### src/hdl/bsa_pkg.sv
`timescale 1ns / 1ps
// shared constants, types and command/status structs of the splat accumulator
package bsa_pkg;

  localparam int MAX_COLS      = 256;
  localparam int MAX_ROWS      = 256;
  localparam int FRAC_BITS_DEF = 8;
  localparam int ACC_WIDTH_DEF = 32;

  localparam int POS_W     = 20;
  localparam int VAL_W     = 16;
  localparam int INDEX_W   = 16;
  localparam int DATA_W    = 32;
  localparam int SIZE_W    = 9;
  localparam int CFG_IDX_W = 2;
  localparam int CNT_W     = 32;

  localparam int PIX_COUNT  = MAX_COLS * MAX_ROWS;
  localparam int PIX_ADDR_W = $clog2(PIX_COUNT);
  localparam int IDX_W      = ($clog2(MAX_COLS) > $clog2(MAX_ROWS)) ?
                              $clog2(MAX_COLS) : $clog2(MAX_ROWS);

  localparam logic [SIZE_W-1:0] COLS_RESET = SIZE_W'(256);
  localparam logic [SIZE_W-1:0] ROWS_RESET = SIZE_W'(256);

  localparam logic [CFG_IDX_W-1:0] CFG_MODE = 2'd0;
  localparam logic [CFG_IDX_W-1:0] CFG_COLS = 2'd1;
  localparam logic [CFG_IDX_W-1:0] CFG_ROWS = 2'd2;

  typedef enum logic [1:0] {
    OP_SPLAT = 2'd0,
    OP_READ  = 2'd1,
    OP_WRITE = 2'd2,
    OP_CLEAR = 2'd3
  } op_t;

  typedef struct packed {
    logic       load_in;
    logic       setup;
    logic       mul1;
    logic       mul2;
    logic       write_px;
    logic       load_out;
    logic [1:0] slot;
  } bsa_cmd_t;

  typedef struct packed {
    op_t        op;
    logic [3:0] mask;
  } bsa_status_t;

endpackage

### src/hdl/bsa_ctrl.sv
`timescale 1ns / 1ps
// sequencer that walks one word through setup, per-pixel read-modify-write and response
module bsa_ctrl (
  input  logic                 clk,
  input  logic                 rst,
  input  logic                 in_valid,
  output logic                 in_ready,
  output logic                 out_valid,
  input  logic                 out_ready,
  input  bsa_pkg::bsa_status_t st,
  output bsa_pkg::bsa_cmd_t    cmd
);
  import bsa_pkg::*;

  typedef enum logic [5:0] {
    S_IDLE  = 6'b000001,
    S_SETUP = 6'b000010,
    S_MUL1  = 6'b000100,
    S_MUL2  = 6'b001000,
    S_WRPX  = 6'b010000,
    S_RESP  = 6'b100000
  } state_t;

  state_t     state, state_next;
  logic [3:0] remain, remain_next;
  logic [1:0] slot, slot_next;
  logic       out_valid_next;
  logic [3:0] pick_src;
  logic [1:0] pick;
  logic [3:0] pick_rest;

  // lowest pending pixel slot
  always_comb begin
    pick_src = (state == S_SETUP) ? st.mask : remain;
    if (pick_src[0]) begin
      pick = 2'd0;
    end else if (pick_src[1]) begin
      pick = 2'd1;
    end else if (pick_src[2]) begin
      pick = 2'd2;
    end else begin
      pick = 2'd3;
    end
    pick_rest = pick_src & ~(4'b0001 << pick);
  end

  always_comb begin
    state_next     = state;
    remain_next    = remain;
    slot_next      = slot;
    out_valid_next = out_valid && !out_ready;
    in_ready       = 1'b0;
    cmd            = '0;
    cmd.slot       = slot;
    unique case (state)
      S_IDLE: begin
        in_ready = 1'b1;
        if (in_valid) begin
          cmd.load_in = 1'b1;
          state_next  = S_SETUP;
        end
      end
      S_SETUP: begin
        cmd.setup = 1'b1;
        if (st.op == OP_SPLAT && st.mask != 4'b0000) begin
          slot_next   = pick;
          remain_next = pick_rest;
          state_next  = S_MUL1;
        end else begin
          state_next = S_RESP;
        end
      end
      S_MUL1: begin
        cmd.mul1   = 1'b1;
        state_next = S_MUL2;
      end
      S_MUL2: begin
        cmd.mul2   = 1'b1;
        state_next = S_WRPX;
      end
      S_WRPX: begin
        cmd.write_px = 1'b1;
        if (remain != 4'b0000) begin
          slot_next   = pick;
          remain_next = pick_rest;
          state_next  = S_MUL1;
        end else begin
          state_next = S_RESP;
        end
      end
      S_RESP: begin
        if (!out_valid || out_ready) begin
          cmd.load_out   = 1'b1;
          out_valid_next = 1'b1;
          state_next     = S_IDLE;
        end
      end
      default: state_next = S_IDLE;
    endcase
  end

  always_ff @(posedge clk) begin
    if (rst) begin
      state     <= S_IDLE;
      remain    <= '0;
      slot      <= '0;
      out_valid <= 1'b0;
    end else begin
      state     <= state_next;
      remain    <= remain_next;
      slot      <= slot_next;
      out_valid <= out_valid_next;
    end
  end

  a_no_pixels_for_other_ops: assert property (@(posedge clk) disable iff (rst)
    (state == S_SETUP && st.op != OP_SPLAT) |=> state == S_RESP)
    else $error("non-splat op entered pixel sequence");

  a_rmw_order: assert property (@(posedge clk) disable iff (rst)
    state == S_MUL1 |=> state == S_MUL2 ##1 state == S_WRPX)
    else $error("read-modify-write sequence broken");

  a_last_pixel_done: assert property (@(posedge clk) disable iff (rst)
    (state == S_WRPX && remain == 4'b0000) |=> state == S_RESP)
    else $error("extra pixel after last slot");

endmodule

### config.mk
export PLATFORM = sky130hd
export DESIGN_NAME = bsa_ctrl
export DESIGN_NICKNAME = d
export VERILOG_FILES = /design/src/hdl/bsa_pkg.sv /design/src/hdl/bsa_ctrl.sv
export SDC_FILE = /design/constraint.sdc
export NUM_CORES = 1
export LEC_CHECK = 0
export ABC_AREA = 1
export BUFFER_PORTS_ARGS = -buffer_cell sky130_fd_sc_hd__buf_2
export CORE_MARGIN = 3
export CORE_UTILIZATION = 53
export CTS_BUF_LIST = sky130_fd_sc_hd__clkbuf_4 sky130_fd_sc_hd__clkbuf_8
export DETAILED_ROUTE_END_ITERATION = 6
export HOLD_SLACK_MARGIN = 0.15
export PLACE_DENSITY_LB_ADDON = 0.2
export SYNTH_ARGS = -nofsm -noshare
export SYNTH_HDL_FRONTEND = slang
export SYNTH_SLANG_ARGS = --single-unit
### constraint.sdc
create_clock -name clk -period 1.55 [get_ports clk]
set_clock_uncertainty 0.05 [all_clocks]
set_input_delay 0.0775 -clock clk [delete_from_list [all_inputs] [get_ports clk]]
set_output_delay 0.0775 -clock clk [all_outputs]
set_load 0.05 [all_outputs]
==> qor.yml, run 1 <==
clock_latency_ns: 0.28
dp_hpwl_um: 1280
maxSlewHeadroom_pct: 83.5
overflow: 0
ys_seq_area_share_pct: 32.8
period_needed_ns: 1.53
n_antenna_cell: 0
power_density_mw_per_mm2: 721
drive_gt1_share_pct: 39.6
rsz0062_at_grt: "true"
power_frac_comb_pct: 22.7
synthArstFlopShare_pct: 0
clockBufferDepth: 2
vias: 776
hold_viol: 0
track_usage_pct: 19.1
nNetsFinal: 150
coreArea_mm2: 0.00135
setup.worst_path.class: "reg2out"
gp_congestion: 0.830
drv_cap: 0
crit_required_ns: 1.42
antenna_found_initial: 0
routedWlPerCell_um: 11.6
worstHoldStart: "st[1]"
drtIter0Drc: 14
cp_max_fo: 5
synth.avg_cell_area_um2: 7.22
die_h_um: 44.7
worst_r2r_endpoint: "remain[3]"
hold-path-cell-count: 6
internal-power_uw: 519
rows: 13
critPathMaxStageDelay_ns: 0.35
clock.fmax_mhz: 653
r2r_slack_ns: 0.15
crit_family: "simple AND/OR/NAND/NOR gates"
synthCells: 110
antenna_left: 0
drt_wl_total_um: 1780
power_leakage_nw: 0.550
syn2layout_area_growth_pct: 31.0
layoutNonFillerInstCount: 154
synth_area_leader_cell: "dfxtp_1"
r2r_start: "state[3]"
arrival_ns: 1.40
pwr-share-seq_pct: 46.8
reg2regPathDepth: 9
synth_edf_count: 0
path_buf_inv: 1
hold_path_class: "in2reg"
vdd.ir_drop.worst_mv: 0.489
initial_core_util_pct: 58.9
yosys.cell_types.count: 23
dp_cells: 142
cts_made_buffers: 3
synth_area_leaders: "dfxtp_1 33%, inv_1 10%, nand2_1 7.6%"
avgViaCountPerCell: 5.04
slew_viol_final: 0
synth_seq_cells: 13
cts.sinks: 13
grt_pass1_wl_um: 2860
synth_flop_cell: "dfxtp_1"
drc_errors: 0
synth_most_common_cell: "inv_1"
timing.setup.tns_ns: 0
dieArea_mm2: 0.00200
wl_met2_um: 842
hold_slack_ns: 0.204
root_buffer: "clkbuf_4"
setup_viol: 0
power_frac_clock_pct: 30.5
min_to: "slot[1]"
max_slew.worst_pin.slew_ns: 0.249
yosysWarnings: 0
die_w_um: 44.7
synth_top_cell_area_share_pct: 32.8
period_share_pct: 98.9
status: "complete, no violations"
top_layer: "met4"
cts_tree: "built"
grt_max_degree: 11
syn_area_um2: 795
cp-end-kind: "output port"
clkTransAtPathRegs_ns: 0.08
htree_levels: 1
syn-num-nets: 120
synthTopCellsByCount: "22 x inv_1, 16 x nand2_1, 13 x dfxtp_1, 12 x nor2_1, 6 x nand4_1"
fill_cells: 106
start_kind: "flip-flop"
crit_chain: "nor2_4, nand4_1, nor2_1, buf_6"
swShare_pct: 30.8
route.met3.wl_um: 125
met1_length_um: 794
port_buffers: 19
dr.pass1.iters: 4
p_switching_uw: 231
io_pins: 20
crit_path_top_delay_cell: "dfxtp_2"
grt_pass1_vias: 722
## state kept, by name, summed over array words and instances, names as in the netlist
name,cells
remain,4
slot,2
out_valid,1
state,6
## worst reg2reg max path: stages (launching register included)
cell and delay, ns:
dfxtp_2 0.35, nor2_4 0.17, buf_12 0.13, nand2_2 0.06, nor2_4 0.15, nand2_1 0.09, nand2_2 0.10, nand3_1 0.07
nand2_1 0.07, a21oi_1 0.05
## cell families after synthesis
logic type / Yosys count / share of synthesized area [%]
buffers and inverters: 25 / 12.8
AND/OR/NAND/NOR: 60 / 44.4
flip-flops: 13 / 32.8
AO/OA/AOI/OAI: 12 / 10.1
## worst max path at each step
stage | from | end | slack (ns) | cells after the start
after global routing | state[3] | cmd[7] | -0.04 | 4
after detailed placement | state[4] | remain[3] | 0.22 | 8
after CTS | state[2] | cmd[7] | -0.008 | 4
after floorplan | state[2] | cmd[2] | 0.001 | 3
final | state[3] | cmd[7] | 0.02 | 4
after global placement | state[2] | remain[3] | 0.24 | 8
## area by class of cell
type / count / area (µm²) / area share, %
multi-input cells: 72 / 442 / 42.4
flip-flops and latches: 13 / 264 / 25.4
repair buffers: 27 / 200 / 19.2
inverters: 23 / 86.3 / 8.29
clock buffers: 4 / 30.0 / 2.88
well taps: 15 / 18.8 / 1.80
## per-layer routing
| metal | global-route usage [%] | vias to the layer above |
|---|---|---|
| met1 | 22.6 | 337 |
| met2 | 32.1 | 30 |
| li1 | - | 404 |
| met5 | 0 | - |
| met4 | 7.23 | 0 |
| met3 | 5.98 | 5 |
## layout by cell type (no fill, tap or decap), types with 5 or more instances in the layout
| cell | instances |
|---|---|
| buf_2 | 13 |
| clkbuf_4 | 7 |
| dfxtp_1 | 10 |
| inv_1 | 22 |
| nand2_1 | 16 |
| nand2_2 | 5 |
| nand4_1 | 6 |
| nor2_1 | 12 |
## power groups by stage
stage	logic (mW)	clock network (mW)	registers, mW
detailed placement	0.149	0	0.358
floorplan	0.113	0	0.359
global route	0.184	0.249	0.353
finish	0.170	0.229	0.352
global placement	0.147	0	0.358
CTS	0.163	0.234	0.350
## per-stage QoR
| stage | setup WS [ns] | instance area (µm²) | util [%] | power, mW |
|---|---|---|---|---|
| after CTS | -0.00783 | 971 | 71.9 | 0.747 |
| after global placement | 0.243 | 893 | 66.2 | 0.505 |
| after detailed placement | 0.218 | 893 | 66.2 | 0.507 |
| after global routing | -0.0374 | 1040 | 77.1 | 0.786 |
| after floorplan | 0.00144 | 795 | - | 0.472 |
| final | 0.0176 | 1040 | 77.1 | 0.751 |
## what timing repair did
item                                    CTS  global route
gates resized for setup                   3            10
endpoints found under the hold margin     8             0
hold buffers                              4             0
endpoints found under the setup margin    3             5
pin swaps                                 0             4
gates cloned                              0             0
setup buffers                             0             4
Power figures use the tool's default switching activity.
==> run 2: changes to the inputs <==
--- a/config.mk
+++ b/config.mk
@@ -5,7 +5,7 @@
 export SDC_FILE = /design/constraint.sdc
 export NUM_CORES = 1
 export LEC_CHECK = 0
-export ABC_AREA = 1
+export ABC_AREA = 0
 export BUFFER_PORTS_ARGS = -buffer_cell sky130_fd_sc_hd__buf_2
 export CORE_MARGIN = 3
 export CORE_UTILIZATION = 53
==> qor.yml, run 2 <==
initial_core_util_pct: 61.3  # +2.5 points
synthTopCellsByCount: "13 x dfxtp_1, 7 x nand2_1, 6 x inv_1, 6 x nor2_1"
synth_edf_count: 0  # unchanged
synth_seq_cells: 13  # unchanged
synth-compound-area-share_pct: 18.0  # +7.9 points
ys_seq_area_share_pct: 34.9  # +2.1 points
root_buffer: "clkbuf_4"
hold_buffers: 4  # unchanged
synthCells: 86  # -22%
synth_top_family_by_area: "simple AND/OR/NAND/NOR gates"
gp_congestion: 0.868  # +4.6%
syn-num-nets: 96  # -20%
cts_made_buffers: 3  # unchanged
synthAdderAreaFrac_pct: 0  # unchanged
synth_xor_area_share_pct: 1.17  # +1.2 points
io_pins: 20  # unchanged
syn_area_um2: 746  # -6.1%
die_w_um: 43.5  # -2.7%
port_buffers: 19  # unchanged
postCtsSetupRepairBufs: 8  # +8
synth_most_common_cell: "dfxtp_1"
synth_area_leaders: "dfxtp_1 35%, nand2_1 3.5%, inv_1 3.0%"
cts_resized: 25  # +22
synth_area_leader_cell: "dfxtp_1"
clockBufferDepth: 2  # unchanged
htree_levels: 1  # unchanged
error: "[ERROR DPL-0038] Utilization greater than 100%, impossible to legalize"
synthSimpleGateAreaFrac_pct: 37.2  # -7.2 points
synth_top_cell_area_share_pct: 34.9  # +2.1 points
rows: 12  # -1
yosysWarnings: 0  # unchanged
die_h_um: 43.5  # -2.7%
synth.avg_cell_area_um2: 8.67  # +20%
yosys.cell_types.count: 42  # +83%
synth_flop_cell: "dfxtp_1"
status: "aborted with a tool error"
synthArstFlopShare_pct: 0  # unchanged
haltStage: "clock tree synthesis (4_1_cts)"
cts.sinks: 13  # unchanged
pre_cts_slack_ns: -0.327  # -0.545 ns
synthMuxAreaShare_pct: 1.34  # +1.3 points
dp_hpwl_um: 1680  # +32%
## run 2: changes by cell type after synthesis, sizes merged, moves of 3 or more
cell / delta
nor2: -12
nand3: -4
nand4: -5
inv: -16
a21oi: -3
nand2: -18
nor4: +3
or4: +3
nor3b: +3
## run 2: logic make-up after synthesis
kind of cell	Yosys count
xor+xnor	1
mux	1
buf+inv	10
compound gates	19
flops	13
simple gates	42
## run 2: metrics by stage
stage / instance area (µm²) / setup TNS, ns / hold WS, ns / std cells
2_1_floorplan: 788 / -4.11 / 0.187 / 86
3_3_place_gp: 1010 / -3.07 / 0.307 / 135
3_5_place_dp: 1010 / -3.67 / 0.315 / 135
==> run 3: changes to the inputs <==
==> config.mk (replaced) <==
export PLATFORM = sky130hd
export DESIGN_NAME = bsa_ctrl
export DESIGN_NICKNAME = d
export VERILOG_FILES = /design/src/hdl/bsa_pkg.sv /design/src/hdl/bsa_ctrl.sv
export SDC_FILE = /design/constraint.sdc
export NUM_CORES = 1
export LEC_CHECK = 0
export ABC_AREA = 0
export BUFFER_PORTS_ARGS = -buffer_cell sky130_fd_sc_hd__buf_2
export CORE_AREA = 3 3 64 66
export DETAILED_ROUTE_END_ITERATION = 6
export DIE_AREA = 0 0 67 69
export PLACE_DENSITY_LB_ADDON = 0.15
export SYNTH_ARGS = -nofsm -noshare
export SYNTH_HDL_FRONTEND = slang
export SYNTH_SLANG_ARGS = --single-unit
==> qor.yml, run 3 <==
status: "finished with violations"
violations: "setup timing"
hold-path-cell-count: 3
min_to: "out_valid"
startpoint: "state[3]"
vias: 866
dp_cells: 174  # +29%
final_cell_mix: "32 x buf_4, 12 x buf_2, 9 x dfxtp_1, 9 x buf_6"
drtIter0Drc: 24
clock.fmax_mhz: 499
grt_pass1_vias: 905
initial_core_util_pct: 20.5  # -41 points
synth_edf_count: 0  # unchanged
max_slew.worst_pin.slew_ns: 0.405
htree_levels: 1  # unchanged
slew_viol_final: 0
critPathMaxStageDelay_ns: 0.54
maxSlewHeadroom_pct: 72.6
gp_congestion: 0.754  # -13%
coreArea_mm2: 0.00363
die_h_um: 69  # +59%
worst_r2r_endpoint: "remain[1]"
rsz0062_at_grt: "true"
antenna_left: 0
dr.pass1.iters: 6
clkTransAtPathRegs_ns: 0.06
vdd.ir_drop.worst_mv: 0.335
rows: 22  # +10
synth_area_leaders: "dfxtp_1 35%, nand2_1 3.5%, inv_1 3.0%"
path_buf_inv: 2
drive_gt1_share_pct: 58.7
nNetsFinal: 154
synthCells: 86  # unchanged
timing.setup.tns_ns: -6.46
syn_area_um2: 746  # unchanged
wl_met2_um: 1210
dieArea_mm2: 0.00462
syn-num-nets: 96  # unchanged
route.met3.wl_um: 82
synth_top_cell_area_share_pct: 34.9  # unchanged
cts.sinks: 13  # unchanged
drc_errors: 0
routedWlPerCell_um: 11.9
root_buffer: "clkbuf_8"
hold_buffers: 0  # -4
dp_hpwl_um: 1730  # +2.8%
layoutNonFillerInstCount: 191
top_layer: "met4"
drv_cap: 0
largest_reg_flops: 6
synth_seq_cells: 13  # unchanged
final_common_cell: "buf_4"
crit_required_ns: 1.42
period_needed_ns: 2.00
crit_family: "simple AND/OR/NAND/NOR gates"
cts_tree: "built"
grt_max_degree: 9
track_usage_pct: 10.4
antenna_found_initial: 0
synth.avg_cell_area_um2: 8.67  # unchanged
worstHoldStart: "out_ready"
power_leakage_nw: 0.583
ys_seq_area_share_pct: 34.9  # unchanged
clockBufferDepth: 2  # unchanged
arrival_ns: 1.88
synth_area_leader_cell: "dfxtp_1"
clock_latency_ns: 0.24
top_register: "state"
cp-end-kind: "output port"
setup_viol: 20
yosysWarnings: 0  # unchanged
overflow: 0
period_share_pct: 129
fill_cells: 380
hold_path_class: "in2reg"
syn2layout_area_growth_pct: 82.6
worst_slack_ns: -0.453
synthTopCellsByCount: "13 x dfxtp_1, 7 x nand2_1, 6 x inv_1, 6 x nor2_1"
drt_wl_total_um: 2270
die_w_um: 67  # +54%
setup.worst_path.class: "reg2out"
yosys.cell_types.count: 42  # unchanged
grt_pass1_wl_um: 3780
reg2regPathDepth: 5
cp_max_fo: 4
reg_top3: "state x6, remain x4, slot x2"
synthArstFlopShare_pct: 0  # unchanged
hold_viol: 0
synth_most_common_cell: "dfxtp_1"
crit_chain: "or4_4, or3b_4, inv_8, and2_4, buf_8"
power_density_mw_per_mm2: 679
n_antenna_cell: 0
crit_path_top_delay_cell: "or4_4"
port_buffers: 19  # unchanged
hold_slack_ns: 0.0589
r2r_start: "state[3]"
avgViaCountPerCell: 4.53
r2r_slack_ns: -0.45
met1_length_um: 972
synth_flop_cell: "dfxtp_1"
io_pins: 20  # unchanged
cts_made_buffers: 3  # unchanged
start_kind: "flip-flop"
## run 3: cell counts after synthesis
No cell type changed its count.
## run 3: per-stage QoR
stage                     util (%)  instance area, µm²  total power, mW  worst slack, ns
final                         37.5                1360            0.924           -0.453
after global routing          37.5                1360            0.975           -0.479
after CTS                     36.6                1330            0.932           -0.453
after detailed placement      30.1                1090            0.554           -0.358
after global placement        30.1                1090            0.553           -0.305
after floorplan                  -                 788            0.477           -0.387
## run 3: area by class of cell
type                       count  area [µm²]  area share, %
multi-input combinational     63         508           37.3
timing repair buffer          56         447           32.8
sequential                    13         265           19.5
clock buffer                   4        45.0           3.31
tap                           48        60.1           4.41
inverter                       7        36.3           2.67
## run 3: cell families after synthesis
kind of cell,count (synthesis),synth area share [%]
compound gates,19,18.0
xor+xnor,1,1.17
buf+inv,10,7.38
flops,13,34.9
mux,1,1.34
simple gates,42,37.3
## run 3: layer usage
metal | global-route usage [%] | up-vias
met2 | 18.6 | 18
met5 | 0 | -
met4 | 2.70 | 0
met3 | 2.93 | 2
met1 | 11.9 | 402
li1 | - | 444
## run 3: timing repair
action / CTS / global route
pin swaps: 11 / 7
setup buffers: 11 / 3
cloned: 0 / 0
gates resized for setup: 34 / 4
endpoints found under the hold margin: 0 / 0
setup endpoints to repair: 19 / 20
## run 3: worst max-delay path by stage
stage	to	slack, ns	cells after the start
6_report	cmd[7]	-0.45	5
5_1_grt	cmd[7]	-0.48	5
4_1_cts	cmd[7]	-0.45	5
3_5_place_dp	remain[1]	-0.36	4
3_3_place_gp	remain[1]	-0.31	4
2_1_floorplan	state[0]	-0.39	5
## run 3: worst reg2reg max path, stage by stage, from the launching register on
cell     delay (ns)
dfxtp_2        0.32
or4_4          0.54
buf_4          0.17
or4b_4         0.54
a22oi_2        0.17
o32ai_1        0.09
## run 3: power breakdown
part	switching, mW	total, mW	internal, mW
registers	0.00579	0.348	0.342
logic	0.130	0.273	0.143
clock network	0.121	0.303	0.181
